$ cat src/rtl/oscillation_extremum_tracker_unit_defines.svh
// ----------------------------------------------------------------------------
// oscillation extremum tracker - assertion macros
// concurrent assertion forms used by the tracker datapath
// ----------------------------------------------------------------------------
`ifndef OSCILLATION_EXTREMUM_TRACKER_UNIT_DEFINES_SVH
`define OSCILLATION_EXTREMUM_TRACKER_UNIT_DEFINES_SVH

// same-cycle implication
`define OET_ASSERT_IMPLY(lbl, ck, rs, ante, cons) \
  lbl: assert property (@(posedge ck) disable iff (rs) (ante) |-> (cons)) \
    else $error("oet same-cycle check failed");

// next-cycle implication
`define OET_ASSERT_NEXT(lbl, ck, rs, ante, cons) \
  lbl: assert property (@(posedge ck) disable iff (rs) (ante) |=> (cons)) \
    else $error("oet next-cycle check failed");

`endif

$ cat src/rtl/oet_pkg.sv
// ----------------------------------------------------------------------------
// oet_pkg
// types and constants shared by the oscillation extremum tracker
// ----------------------------------------------------------------------------
`default_nettype none

package oet_pkg;

  localparam int OUT_BITS  = 16;
  localparam int CFG_BITS  = 16;
  localparam int CNT_BITS  = 4;

  localparam logic [CFG_BITS-1:0] SETTLE_RESET = 16'd500;
  localparam logic [OUT_BITS-1:0] PERIOD_RESET = 16'd10000;
  localparam logic [CNT_BITS-1:0] LAST_STEP    = 4'(OUT_BITS - 1);

  typedef enum logic [2:0] {
    ST_IDLE,
    ST_UPDATE,
    ST_MULT,
    ST_CHECK,
    ST_DIV,
    ST_FINISH
  } oet_state_t;

  typedef struct packed {
    logic load_in;
    logic update;
    logic mult;
    logic check;
    logic div_step;
    logic load_out;
  } oet_cmd_t;

  typedef struct packed {
    logic early_done;
    logic out_busy;
  } oet_stat_t;

endpackage

`default_nettype wire

$ cat src/rtl/oet_in_if.sv
// ----------------------------------------------------------------------------
// oet_in_if
// sample channel: valid/ready with pitch and timestamp payload
// ----------------------------------------------------------------------------
`default_nettype none

interface oet_in_if #(
  parameter int ANGLE_BITS = 16,
  parameter int STAMP_BITS = 32
);
  logic                         valid;
  logic                         ready;
  logic signed [ANGLE_BITS-1:0] pitch_angle;
  logic        [STAMP_BITS-1:0] time_ms;

  modport source (output valid, output pitch_angle, output time_ms, input ready);
  modport sink   (input valid, input pitch_angle, input time_ms, output ready);
endinterface

`default_nettype wire

$ cat src/rtl/oet_out_if.sv
// ----------------------------------------------------------------------------
// oet_out_if
// result channel: valid/ready with prediction and period payload
// ----------------------------------------------------------------------------
`default_nettype none

interface oet_out_if;
  logic                          valid;
  logic                          ready;
  logic [oet_pkg::OUT_BITS-1:0]  time_to_max_ms;
  logic                          prediction_valid;
  logic [oet_pkg::OUT_BITS-1:0]  period_ms;
  logic                          seeking_minimum;

  modport source (output valid, output time_to_max_ms, output prediction_valid,
                  output period_ms, output seeking_minimum, input ready);
  modport sink   (input valid, input time_to_max_ms, input prediction_valid,
                  input period_ms, input seeking_minimum, output ready);
endinterface

`default_nettype wire

$ cat src/rtl/oet_datapath.sv
// ----------------------------------------------------------------------------
// oet_datapath
// extremum tracking state, period update, prediction multiply and
// restoring divider, settle register and result register
// ----------------------------------------------------------------------------
`default_nettype none

`include "oscillation_extremum_tracker_unit_defines.svh"

module oet_datapath #(
  parameter int ANGLE_BITS = 16,
  parameter int STAMP_BITS = 32
) (
  input  wire logic                           clk,
  input  wire logic                           rst,
  input  wire oet_pkg::oet_cmd_t              cmd,
  output oet_pkg::oet_stat_t                  stat,
  input  wire logic                           cfg_we,
  input  wire logic [oet_pkg::CFG_BITS-1:0]   cfg_data,
  input  wire logic signed [ANGLE_BITS-1:0]   in_pitch,
  input  wire logic [STAMP_BITS-1:0]          in_time,
  output logic                                out_valid,
  input  wire logic                           out_ready,
  output logic [oet_pkg::OUT_BITS-1:0]        out_ttm,
  output logic                                out_pv,
  output logic [oet_pkg::OUT_BITS-1:0]        out_per,
  output logic                                out_seek
);

  localparam int AW = ANGLE_BITS;
  localparam int SW = STAMP_BITS;
  localparam int OB = oet_pkg::OUT_BITS;
  localparam int NW = AW + 2;
  localparam int UW = AW + 1 + OB;

  // tracker state
  logic [oet_pkg::CFG_BITS-1:0] settle;
  logic                         seek_min;
  logic signed [AW-1:0]         run_ext;
  logic [SW-1:0]                min_time;
  logic [SW-1:0]                max_time;
  logic                         min_seen;
  logic                         max_seen;
  logic signed [AW-1:0]         last_min;
  logic signed [AW-1:0]         last_max;
  logic [OB-1:0]                period;

  // per-transaction work registers
  logic signed [AW-1:0] x_r;
  logic [SW-1:0]        now_r;
  logic [UW-1:0]        prod;
  logic [AW:0]          udr;
  logic                 neg_r;
  logic                 valid_r;
  logic [UW-1:0]        rem;
  logic [UW-1:0]        dv;
  logic [OB-1:0]        quo;

  // update step
  logic [SW-1:0] t_self;
  logic [SW-1:0] t_opp;
  logic [SW-1:0] dt_self;
  logic [SW-1:0] dt_opp;
  logic [SW-1:0] gap;
  logic [SW+1:0] dt3;
  logic          third_ok;
  logic          settle_ok;
  logic          new_ext;
  logic [OB-1:0] gap_period;

  assign t_self   = seek_min ? min_time : max_time;
  assign t_opp    = seek_min ? max_time : min_time;
  assign dt_self  = now_r - t_self;
  assign dt_opp   = now_r - t_opp;
  assign gap      = t_self - t_opp;
  assign dt3      = {1'b0, dt_opp, 1'b0} + {2'b00, dt_opp};
  assign third_ok  = dt3 >= (SW+2)'(period);
  assign settle_ok = dt_self >= SW'(settle);
  assign new_ext   = seek_min ? (x_r < run_ext) : (x_r > run_ext);
  assign gap_period = (|gap[SW-1:OB-1]) ? {OB{1'b1}} : {gap[OB-2:0], 1'b0};

  // prediction operands
  logic [AW:0]   d_w;
  logic [AW:0]   d_mag;
  logic [NW-1:0] n_w;
  logic [NW-1:0] n_mag;
  logic [UW-1:0] prod_c;
  logic          valid_c;

  assign d_w = {last_max[AW-1], last_max} - {last_min[AW-1], last_min};
  assign d_mag = d_w[AW] ? (~d_w + 1'b1) : d_w;
  always_comb begin
    if (seek_min) begin
      n_w = {{2{last_max[AW-1]}}, last_max} - {last_min[AW-1], last_min, 1'b0}
            + {{2{x_r[AW-1]}}, x_r};
    end else begin
      n_w = {{2{last_max[AW-1]}}, last_max} - {{2{x_r[AW-1]}}, x_r};
    end
  end
  assign n_mag   = n_w[NW-1] ? (~n_w + 1'b1) : n_w;
  assign prod_c  = n_mag[AW:0] * period;
  assign valid_c = min_seen && max_seen && (last_max != last_min);

  // divider
  logic ovf;
  logic fits;

  assign ovf  = prod >= {udr, {OB{1'b0}}};
  assign fits = rem >= dv;

  assign stat.early_done = !valid_r || neg_r || ovf;
  assign stat.out_busy   = out_valid && !out_ready;

  always_ff @(posedge clk) begin
    if (rst) begin
      settle   <= oet_pkg::SETTLE_RESET;
      seek_min <= 1'b1;
      run_ext  <= '0;
      min_time <= '0;
      max_time <= '0;
      min_seen <= 1'b0;
      max_seen <= 1'b0;
      last_min <= '0;
      last_max <= '0;
      period   <= oet_pkg::PERIOD_RESET;
    end else begin
      if (cfg_we) begin
        settle <= cfg_data;
      end
      if (cmd.update) begin
        if (new_ext) begin
          run_ext <= x_r;
          if (seek_min) begin
            min_time <= now_r;
            min_seen <= 1'b1;
          end else begin
            max_time <= now_r;
            max_seen <= 1'b1;
          end
        end else if (third_ok && settle_ok) begin
          seek_min <= !seek_min;
          if (seek_min) begin
            last_min <= run_ext;
            if (max_seen) begin
              period <= gap_period;
            end
          end else begin
            last_max <= run_ext;
            if (min_seen) begin
              period <= gap_period;
            end
          end
        end
      end
    end
  end

  always_ff @(posedge clk) begin
    if (cmd.load_in) begin
      x_r   <= in_pitch;
      now_r <= in_time;
    end
    if (cmd.mult) begin
      prod    <= prod_c;
      udr     <= {d_mag[AW-1:0], 1'b0};
      neg_r   <= n_w[NW-1] != d_w[AW];
      valid_r <= valid_c;
    end
    if (cmd.check) begin
      rem <= prod;
      dv  <= {1'b0, udr, {(OB-1){1'b0}}};
      if (!valid_r || neg_r) begin
        quo <= '0;
      end else if (ovf) begin
        quo <= '1;
      end else begin
        quo <= '0;
      end
    end
    if (cmd.div_step) begin
      if (fits) begin
        rem <= rem - dv;
      end
      quo <= {quo[OB-2:0], fits};
      dv  <= dv >> 1;
    end
  end

  // result register
  always_ff @(posedge clk) begin
    if (rst) begin
      out_valid <= 1'b0;
    end else if (cmd.load_out) begin
      out_valid <= 1'b1;
    end else if (out_ready) begin
      out_valid <= 1'b0;
    end
  end

  always_ff @(posedge clk) begin
    if (cmd.load_out) begin
      out_ttm  <= quo;
      out_pv   <= valid_r;
      out_per  <= period;
      out_seek <= seek_min;
    end
  end

  `OET_ASSERT_IMPLY(a_invalid_zero, clk, rst, out_valid && !out_pv, out_ttm == '0)
  `OET_ASSERT_NEXT(a_state_hold, clk, rst, !cmd.update, $stable(period) && $stable(seek_min))
  `OET_ASSERT_NEXT(a_invalid_quo, clk, rst, cmd.check && !valid_r, quo == '0)

endmodule

`default_nettype wire

$ cat src/rtl/oet_controller.sv
// ----------------------------------------------------------------------------
// oet_controller
// sequencer: accept, update, multiply, range check, divide, deliver
// ----------------------------------------------------------------------------
`default_nettype none

module oet_controller (
  input  wire logic                clk,
  input  wire logic                rst,
  input  wire logic                in_valid,
  output logic                     in_ready,
  input  wire oet_pkg::oet_stat_t  stat,
  output oet_pkg::oet_cmd_t        cmd
);

  oet_pkg::oet_state_t            st;
  oet_pkg::oet_state_t            st_next;
  logic [oet_pkg::CNT_BITS-1:0]   cnt;
  logic [oet_pkg::CNT_BITS-1:0]   cnt_next;

  always_ff @(posedge clk) begin
    if (rst) begin
      st  <= oet_pkg::ST_IDLE;
      cnt <= '0;
    end else begin
      st  <= st_next;
      cnt <= cnt_next;
    end
  end

  always_comb begin
    st_next  = st;
    cnt_next = cnt;
    cmd      = '0;
    in_ready = 1'b0;
    unique case (st)
      oet_pkg::ST_IDLE: begin
        in_ready = 1'b1;
        if (in_valid) begin
          cmd.load_in = 1'b1;
          st_next     = oet_pkg::ST_UPDATE;
        end
      end
      oet_pkg::ST_UPDATE: begin
        cmd.update = 1'b1;
        st_next    = oet_pkg::ST_MULT;
      end
      oet_pkg::ST_MULT: begin
        cmd.mult = 1'b1;
        st_next  = oet_pkg::ST_CHECK;
      end
      oet_pkg::ST_CHECK: begin
        cmd.check = 1'b1;
        cnt_next  = '0;
        st_next   = stat.early_done ? oet_pkg::ST_FINISH : oet_pkg::ST_DIV;
      end
      oet_pkg::ST_DIV: begin
        cmd.div_step = 1'b1;
        cnt_next     = cnt + 1'b1;
        if (cnt == oet_pkg::LAST_STEP) begin
          st_next = oet_pkg::ST_FINISH;
        end
      end
      oet_pkg::ST_FINISH: begin
        if (!stat.out_busy) begin
          cmd.load_out = 1'b1;
          st_next      = oet_pkg::ST_IDLE;
        end
      end
      default: begin
        st_next = oet_pkg::ST_IDLE;
      end
    endcase
  end

endmodule

`default_nettype wire

$ cat src/rtl/oscillation_extremum_tracker_unit.sv
// ----------------------------------------------------------------------------
// oscillation_extremum_tracker_unit
// tracks pitch minima and maxima, estimates the oscillation period and
// predicts the time to the next maximum
//
//   channel   dir   handshake      payload
//   in_ch     in    valid/ready    pitch_angle, time_ms
//   out_ch    out   valid/ready    time_to_max_ms, prediction_valid,
//                                  period_ms, seeking_minimum
//   cfg       in    cfg_we         cfg_data -> settle_ms
//
// each transaction runs through the 16-step restoring divider, which is skipped
// when the prediction is invalid, negative or saturated
// the result register lets the next sample be taken while a result waits
// a held result stalls the sequencer in its last step only
// rst is synchronous; settle_ms returns to 500 and period to 10000
// ----------------------------------------------------------------------------
`default_nettype none

module oscillation_extremum_tracker_unit #(
  parameter int ANGLE_BITS = 16,
  parameter int STAMP_BITS = 32
) (
  input  wire logic                          clk,
  input  wire logic                          rst,
  oet_in_if.sink                             in_ch,
  oet_out_if.source                          out_ch,
  input  wire logic                          cfg_we,
  input  wire logic [oet_pkg::CFG_BITS-1:0]  cfg_data
);

  oet_pkg::oet_cmd_t  cmd;
  oet_pkg::oet_stat_t stat;

  logic                        ready_w;
  logic                        out_valid_w;
  logic [oet_pkg::OUT_BITS-1:0] ttm_w;
  logic                        pv_w;
  logic [oet_pkg::OUT_BITS-1:0] per_w;
  logic                        seek_w;

  oet_controller u_ctrl (
    .clk      (clk),
    .rst      (rst),
    .in_valid (in_ch.valid),
    .in_ready (ready_w),
    .stat     (stat),
    .cmd      (cmd)
  );

  oet_datapath #(
    .ANGLE_BITS (ANGLE_BITS),
    .STAMP_BITS (STAMP_BITS)
  ) u_dp (
    .clk       (clk),
    .rst       (rst),
    .cmd       (cmd),
    .stat      (stat),
    .cfg_we    (cfg_we),
    .cfg_data  (cfg_data),
    .in_pitch  (in_ch.pitch_angle),
    .in_time   (in_ch.time_ms),
    .out_valid (out_valid_w),
    .out_ready (out_ch.ready),
    .out_ttm   (ttm_w),
    .out_pv    (pv_w),
    .out_per   (per_w),
    .out_seek  (seek_w)
  );

  assign in_ch.ready             = ready_w;
  assign out_ch.valid            = out_valid_w;
  assign out_ch.time_to_max_ms   = ttm_w;
  assign out_ch.prediction_valid = pv_w;
  assign out_ch.period_ms        = per_w;
  assign out_ch.seeking_minimum  = seek_w;

endmodule

`default_nettype wire
$ cat src/flat_wrapper.sv
// flat-port wrapper written by rule: the top's interface ports become plain ports
module oscillation_extremum_tracker_unit_flat 
#(
  parameter int ANGLE_BITS = 16,
  parameter int STAMP_BITS = 32
)
  (clk, rst, cfg_we, cfg_data, in_ch_valid, in_ch_pitch_angle, in_ch_time_ms, in_ch_ready, out_ch_valid, out_ch_time_to_max_ms, out_ch_prediction_valid, out_ch_period_ms, out_ch_seeking_minimum, out_ch_ready);
  oet_in_if #(.ANGLE_BITS(ANGLE_BITS), .STAMP_BITS(STAMP_BITS)) in_ch_i ();
  oet_out_if out_ch_i ();
  input  wire logic clk;
  input  wire logic rst;
  input  wire logic cfg_we;
  input  wire logic [oet_pkg::CFG_BITS-1:0] cfg_data;
  input wire logic [$bits(in_ch_i.valid)-1:0] in_ch_valid;
  input wire logic [$bits(in_ch_i.pitch_angle)-1:0] in_ch_pitch_angle;
  input wire logic [$bits(in_ch_i.time_ms)-1:0] in_ch_time_ms;
  output wire logic [$bits(in_ch_i.ready)-1:0] in_ch_ready;
  output wire logic [$bits(out_ch_i.valid)-1:0] out_ch_valid;
  output wire logic [$bits(out_ch_i.time_to_max_ms)-1:0] out_ch_time_to_max_ms;
  output wire logic [$bits(out_ch_i.prediction_valid)-1:0] out_ch_prediction_valid;
  output wire logic [$bits(out_ch_i.period_ms)-1:0] out_ch_period_ms;
  output wire logic [$bits(out_ch_i.seeking_minimum)-1:0] out_ch_seeking_minimum;
  input wire logic [$bits(out_ch_i.ready)-1:0] out_ch_ready;
  assign in_ch_i.valid = in_ch_valid;
  assign in_ch_i.pitch_angle = in_ch_pitch_angle;
  assign in_ch_i.time_ms = in_ch_time_ms;
  assign in_ch_ready = in_ch_i.ready;
  assign out_ch_valid = out_ch_i.valid;
  assign out_ch_time_to_max_ms = out_ch_i.time_to_max_ms;
  assign out_ch_prediction_valid = out_ch_i.prediction_valid;
  assign out_ch_period_ms = out_ch_i.period_ms;
  assign out_ch_seeking_minimum = out_ch_i.seeking_minimum;
  assign out_ch_i.ready = out_ch_ready;
  oscillation_extremum_tracker_unit #(.ANGLE_BITS(ANGLE_BITS), .STAMP_BITS(STAMP_BITS)) u_core (.clk(clk), .rst(rst), .in_ch(in_ch_i), .out_ch(out_ch_i), .cfg_we(cfg_we), .cfg_data(cfg_data));
endmodule
$ cat config.mk
export PLATFORM = sky130hd
export DESIGN_NAME = oscillation_extremum_tracker_unit_flat
export DESIGN_NICKNAME = d
export VERILOG_FILES = /design/src/rtl/oet_pkg.sv /design/src/rtl/oet_in_if.sv /design/src/rtl/oet_out_if.sv /design/src/rtl/oet_datapath.sv /design/src/rtl/oet_controller.sv /design/src/rtl/oscillation_extremum_tracker_unit.sv /design/src/flat_wrapper.sv
export VERILOG_INCLUDE_DIRS = /design/src /design/src/rtl
export SDC_FILE = /design/constraint.sdc
export NUM_CORES = 2
export LEC_CHECK = 0
export ABC_AREA = 0
export BUFFER_PORTS_ARGS = -buffer_cell sky130_fd_sc_hd__buf_2
export CAP_MARGIN = 15
export CORE_MARGIN = 5
export CORE_UTILIZATION = 45
export CTS_BUF_LIST = sky130_fd_sc_hd__clkbuf_16
export CTS_CLUSTER_SIZE = 12
export DETAILED_ROUTE_END_ITERATION = 6
export PLACE_DENSITY_LB_ADDON = 0.1
export SLEW_MARGIN = 20
export SYNTH_ARGS = -nofsm -noshare
export SYNTH_HDL_FRONTEND = slang
export SYNTH_SLANG_ARGS = --single-unit
$ cat constraint.sdc
create_clock -name clk -period 17.4 [get_ports clk]
set_clock_uncertainty 0.1 [all_clocks]
set_input_delay 1.74 -clock clk [delete_from_list [all_inputs] [get_ports clk]]
set_output_delay 1.74 -clock clk [all_outputs]
set_load 0.005 [all_outputs]
# After elaboration in Yosys (flattened, before gate mapping)

Index checks and enable logic that the tools add are counted.

Bitwise logic cells: 4
Magnitude comparators: 6
Reductions and logical operators: 23
Muxes and demuxes: 36
Multipliers: 1
Add/subtract/negate cells: 12
Eq/ne operators: 12

Operators with widths:

| cell                                                             | count |
|---|---|
| 16-bit 2-to-1 mux                                                | 9 |
| 33-bit 2-to-1 mux                                                | 3 |
| 32-bit 2-to-1 mux                                                | 3 |
| 32-bit subtractor                                                | 3 |
| 33-bit by 32-bit adder with 34-bit output                        | 1 |
| 34-bit by 16-bit greater-or-equal comparator with 1-bit output   | 1 |
| 16-bit by 16-bit subtractor with 17-bit output                   | 2 |
| 33-bit by 32-bit greater-or-equal comparator with 1-bit output   | 1 |
| 33-bit greater-or-equal comparator                               | 1 |
| 17-bit by 16-bit multiplier with 33-bit output                   | 1 |
| 33-bit by 32-bit subtractor with 33-bit output                   | 1 |
| 32-bit by 16-bit greater-or-equal comparator with 1-bit output   | 1 |
| 31-bit 2-to-1 mux                                                | 1 |
| 18-bit adder                                                     | 1 |
| 18-bit 2-to-1 mux                                                | 1 |
| 3-bit case mux with 6 select lines                               | 1 |
| 16-bit by 17-bit subtractor with 18-bit output                   | 1 |
| 17-bit by 1-bit adder with 17-bit output (second input constant) | 1 |
| 17-bit 2-to-1 mux                                                | 1 |
| 17-bit NOT                                                       | 1 |
| 17-bit OR reduction                                              | 1 |
| 16-bit by 1-bit adder with 16-bit output (second input constant) | 1 |
| 16-bit > comparator                                              | 1 |
| 16-bit less-than comparator                                      | 1 |
| 23 further kinds                                                 | 55 |

Output and inout bits: 36
Bits in registers: 369
Logic and storage cells: 121

# Logic depth before layout (Yosys ltp)

Depth in word-level cells: 7
Depth in mapped cells: 41
Mapped depth without buffers: 39

# Cells and area by module

From an unflattened synthesis, not the netlist that was laid out.

Cells, all modules: 4,088
Area total of the unflattened synthesis: 35,819.4 um2

Modules (own cells, without submodules):

| module         | instances | area each (um2) | sequential area each (um2) | cells an instance |
|---|---|---|---|---|
| oet_datapath   | 1         | 35,407.7        | 9,058.7                    | 4,034 |
| oet_controller | 1         | 411.6           | 140.1                      | 54 |

# Worst setup path after synthesis

No wires, ideal clock.

Kind: flip-flop to flip-flop
From: register u_core.u_dp.last_max[5]
To: register u_core.u_dp.prod[32], data pin
Arrival: 9,594 ps
Period minus slack after synthesis: 9,955 ps
Library setup time: 261 ps
Cell stages (with the launch flop): 37
Setup slack: 7,445 ps
Required time: 17,039 ps
Cells stage by stage: dfxtp_1 inv_1 fa_1 inv_1 ha_1 a21o_1 a21o_1 nor4_1 or4_1 a21oi_1 o31a_1 or3_1 a31oi_1 buf_2 o31ai_1 xor2_1 clkbuf_1 nand2_1 fa_1 fa_1 fa_1 inv_1 fa_1 fa_1 inv_1 fa_1 inv_1 ha_1 a211o_1 a2111oi_0 nor3_1 a21oi_1 o21bai_1 a41o_1 a211oi_1 o21ai_0 xnor2_1

Word-level cells in the longest chain between the ends: 7
Elaborated cells on any way between the ends: 8
Those cells by class: add/sub (4); mul (1); mux (2); bitwise (1)

RTL lines:

| item                                             | RTL line            | source |
|---|---|---|
| start: declaration                               | oet_datapath.sv:45  | `logic signed [AW-1:0] last_max;` |
| start signal: assignment                         | oet_datapath.sv:148 | `last_max <= run_ext;` |
| 16-bit by 17-bit subtractor with 18-bit output   | oet_datapath.sv:94  | `n_w = {{2{last_max[AW-1]}}, last_max} - {last_min[AW-1], last_min, 1'b0}` |
| 18-bit adder                                     | oet_datapath.sv:95  | `+ {{2{x_r[AW-1]}}, x_r};` |
| 18-bit 2-to-1 mux *                              | oet_datapath.sv:93  | `if (seek_min) begin` |
| 17-bit NOT                                       | oet_datapath.sv:100 | `assign n_mag = n_w[NW-1] ? (~n_w + 1'b1) : n_w;` |
| 17-bit by 1-bit adder with 17-bit output         | oet_datapath.sv:100 |  |
| 17-bit 2-to-1 mux *                              | oet_datapath.sv:100 |  |
| 17-bit by 16-bit multiplier with 33-bit output * | oet_datapath.sv:101 | `assign prod_c = n_mag[AW:0] * period;` |
| net u_core.u_dp.prod_c[32]                       | oet_datapath.sv:87  | `logic [UW-1:0] prod_c;` |
| end signal: assignment                           | oet_datapath.sv:164 | `prod <= prod_c;` |
| end: declaration                                 | oet_datapath.sv:51  | `logic [UW-1:0] prod;` |

The timed path passes the listed nets; every way through them passes the cells marked *.
A chain may end at the register's enable or synchronous reset.

# Worst setup path after layout

From: register u_core.u_dp.x_r[5]
To: register u_core.u_dp.prod[31], data pin

Word-level cells in the longest chain between the ends: 6
Elaborated cells on any way between the ends: 7
Those cells by class: add/sub (3); mul (1); mux (2); bitwise (1)

RTL lines:

| item                                                                           | RTL line                               | source |
|---|---|---|
| start: declaration                                                             | oet_datapath.sv:49                     | `logic signed [AW-1:0] x_r;` |
| start signal: assignment                                                       | oet_datapath.sv:160                    | `x_r <= in_pitch;` |
| 18-bit adder or 16-bit by 16-bit subtractor with 17-bit output (tied branches) | oet_datapath.sv:95, oet_datapath.sv:97 |  |
| 18-bit 2-to-1 mux *                                                            | oet_datapath.sv:93                     |  |
| 17-bit NOT                                                                     | oet_datapath.sv:100                    |  |
| 17-bit by 1-bit adder with 17-bit output                                       | oet_datapath.sv:100                    |  |
| 17-bit 2-to-1 mux *                                                            | oet_datapath.sv:100                    |  |
| 17-bit by 16-bit multiplier with 33-bit output *                               | oet_datapath.sv:101                    |  |
| net u_core.u_dp.prod_c[31]                                                     | oet_datapath.sv:87                     |  |

Marks and branches as above.

==> metrics.md <==
| Metric | Value |
|---|---|
| Status | finished, final reports clean |
| PostCTS Resize Cnt | 0 |
| Hold buffer count at CTS | 0 |
| Critical Path RT | 17660 ps |
| Die Span Y | 293 µm |
| Max_slew headroom | 30.3% |
| CTS max path bufs | 3 |
| Fin Setup TNS | 0 ps |
| Hold worst-path end | u_core.u_dp.out_ttm[15] |
| Crit path kind | register to register |
| Clk_lat worst skew | 610 ps |
| Site Rows | 103 |
| Largest stage delay on the critical path | 770 ps |
| Period Utilization, post-route | 61.7% |
| Initial antenna violation count | 1 |
| Grt ovf | 0 |
| Flop2flop setup slack | 6670 ps |
| Final min period | 10730 ps |
| Crit. End Element | register |
| Mapped Avg Cell Area | 8.85 µm² |
| FFs w/ async S/R, synth | 0% |
| Clk sinks | 369 |
| # diodes | 0 |
| Synthesized flop and latch total | 369 |
| Syn. warnings | 0 |
| Crit Reg-Reg Startpoint | u_core.u_dp.x_r[5] |
| Residual DRC count | 0 |
| Most frequent cells in the layout | inv_1, nand2_1, ha_1 |
| Yosys top cell by area | edfxtp_1 |
| Layout area overhead | 9.09% |
| Startpoint Class | register |
| Worst r2r dst | u_core.u_dp.prod[31] |
| Layout fillers | 7728 |
| Vias in the first global route | 28000 |
| First-pass GRT wire length | 152000 µm |
| Fmax | 93.2 MHz |
| Die ar. | 85800 µm² |
| Post-Syn Nets | 4747 |
| Hold Path Depth | 0 |
| Most common cell on crit path | fa_1 |
| Synth unique cells | 80 |
| Vias/cell | 5.44 |
| Overall Global Routing Usage | 21.7% |
| Fin. max-slew vios | 0 |
| Sequential element share of the synthesized area | 25.5% |
| Worst Path Arrival | 10990 ps |
| Final setup viols | 0 |
| Starting Density | 45.5% |
| Hold Startpoint | u_core.u_dp.quo[15] |
| Postcts setup bufs | 0 |
| Final nets | 4801 |
| I/O Pins | 105 |
| Hold Vio Cnt, Final | 0 |
| Post-Syn Instances | 4069 |
| R2R depth | 35 |
| Post-synth EDFFs | 181 |
| Total CTS buffers | 46 |
| Clock slew at reported path FFs | 60 ps |
| Core Box Area | 79100 µm² |
| DP Wirelength | 75400 µm |
| Top FF cell, synth | dfxtp_1 |
| Port Buffers | 104 |
| Crit-path slowest cell | xnor2_2 |
| First-pass DRT Iterations | 7 |
| Root buf cell | clkbuf_16 |
| RSZ-0062 raised after global routing | false |
| Routed length per placed instance | 18.2 µm |
| Worst min path class | register to register |
| 1st-iter DRT viols | 1649 |
| CTS tree | built |
| Vias | 28400 |
| Most common cell after layout, fill and taps aside | inv_1 |
| Synth top area share | 15.1% |
| Worst-margin pin slew | 1040 ps |
| Die W | 293 µm |
| Largest net degree at the start of global routing | 77 |
| Area contributors post-synth | edfxtp_1, ha_1, fa_1 |
| Final wirelength | 95000 µm |
| Layout cells sized above 1 | 6.44% |
| Post-route ant nets | 0 |
| Placer Congestion | 0.872 |
| H-Tree Depth | 2 |
| Synth Cell Area | 36000 µm² |
| Max Fanout on Critical Path | 19 |
| Maxcap violations | 0 |
==> stage by stage <==
stage                     utilization, %  area (µm²)  hold WS, ps  setup WS (ps)  std cells
final                               49.6       39300          339           6670       5211
after global routing                49.6       39300          347           5830       5211
after floorplan                        -       36000          300           7450       4069
after global placement              47.6       37700          304           6840       5125
after CTS                           49.6       39300          335           6670       5211
after detailed placement            47.6       37700          321           6720       5125
==> cell type report <==
cell class                 instances  area, µm²  share of cell area [%]
tap                             1050       1310                    3.34
timing repair buffer             143        816                    2.08
clock buffer                      46       1150                    2.93
sequential                       369       9200                    23.4
inverter                         506       1900                    4.84
clock inverter                    40        459                    1.17
multi-input combinational       3057      24400                    62.2
==> worst max-delay path by stage <==
stage	startpoint	end	cells past startpoint
floorplan	u_core.u_dp.last_max[5]	u_core.u_dp.prod[32]	36
CTS	u_core.u_dp.x_r[5]	u_core.u_dp.prod[32]	36
detailed placement	u_core.u_dp.x_r[5]	u_core.u_dp.prod[32]	36
global route	u_core.u_dp.x_r[0]	u_core.u_dp.prod[31]	34
global placement	u_core.u_dp.last_max[3]	u_core.u_dp.prod[32]	36
finish	u_core.u_dp.x_r[5]	u_core.u_dp.prod[31]	35
==> metal layers <==
metal | vias to the layer above | share of wire (%) | global-route usage (%)
met2 | 575 | 44 | 35.0
met5 | - | 0 | 0
met3 | 106 | 5.0 | 3.24
met4 | 0 | 2.1 | 4.63
met1 | 13600 | 49 | 31.2
li1 | 14100 | - | -
==> cells in the mapped netlist, types with 11 or more instances <==
cell	instances
inv_1	506
nand2_1	422
ha_1	378
nor2_1	285
a21oi_1	260
fa_1	231
mux2i_1	194
dfxtp_1	188
edfxtp_1	181
o21ai_0	158
xnor2_1	138
and2_1	134
a21o_1	123
clkbuf_1	116
o21a_1	55
nor3_1	53
xor2_1	53
nand3_1	52
nand2b_1	42
nor2b_1	40
a211oi_1	33
a31oi_1	27
nand4_1	27
and3_1	26
o21bai_1	26
o211ai_1	24
or3_1	20
o2111ai_1	16
or2_2	13
a21boi_0	12
mux2_2	12
o31a_1	12
o31ai_1	11
==> flip-flops by register name, summed over array words and instances, names as in the netlist, 3 cells and up <==
name,cells
u_core.u_ctrl.cnt,4
u_core.u_ctrl.st,3
u_core.u_dp.dv,32
u_core.u_dp.last_max,16
u_core.u_dp.last_min,16
u_core.u_dp.max_time,32
u_core.u_dp.min_time,32
u_core.u_dp.now_r,32
u_core.u_dp.out_per,16
u_core.u_dp.out_ttm,16
u_core.u_dp.period,16
u_core.u_dp.prod,33
u_core.u_dp.quo,16
u_core.u_dp.rem,33
u_core.u_dp.run_ext,16
u_core.u_dp.settle,16
u_core.u_dp.udr,16
u_core.u_dp.x_r,16
==> worst max-delay path, delay by kind of cell, from the launching register on <==
family / cells / cell delay, ps
AOI/OAI and AO/OA: 12 / 3130
and+or+nand+nor: 6 / 1290
xor gates and xnor gates: 2 / 900
adders and majority gates: 9 / 4140
buffers and inverters: 6 / 500
DFF: 1 / 390
==> logic make-up after synthesis <==
group	Yosys count	share of synthesized area, %
muxes	206	5.77
AOI/OAI and AO/OA	880	15.9
xor gates and xnor gates	191	4.65
adders and majority gates	609	26.0
and+or+nand+nor	1171	15.4
buffers and inverters	643	6.78
DFF	369	25.5
Power is left out: the tool's default activity adds up to more than one toggle a clock period on the data nets, which glitch-free logic cannot reach.
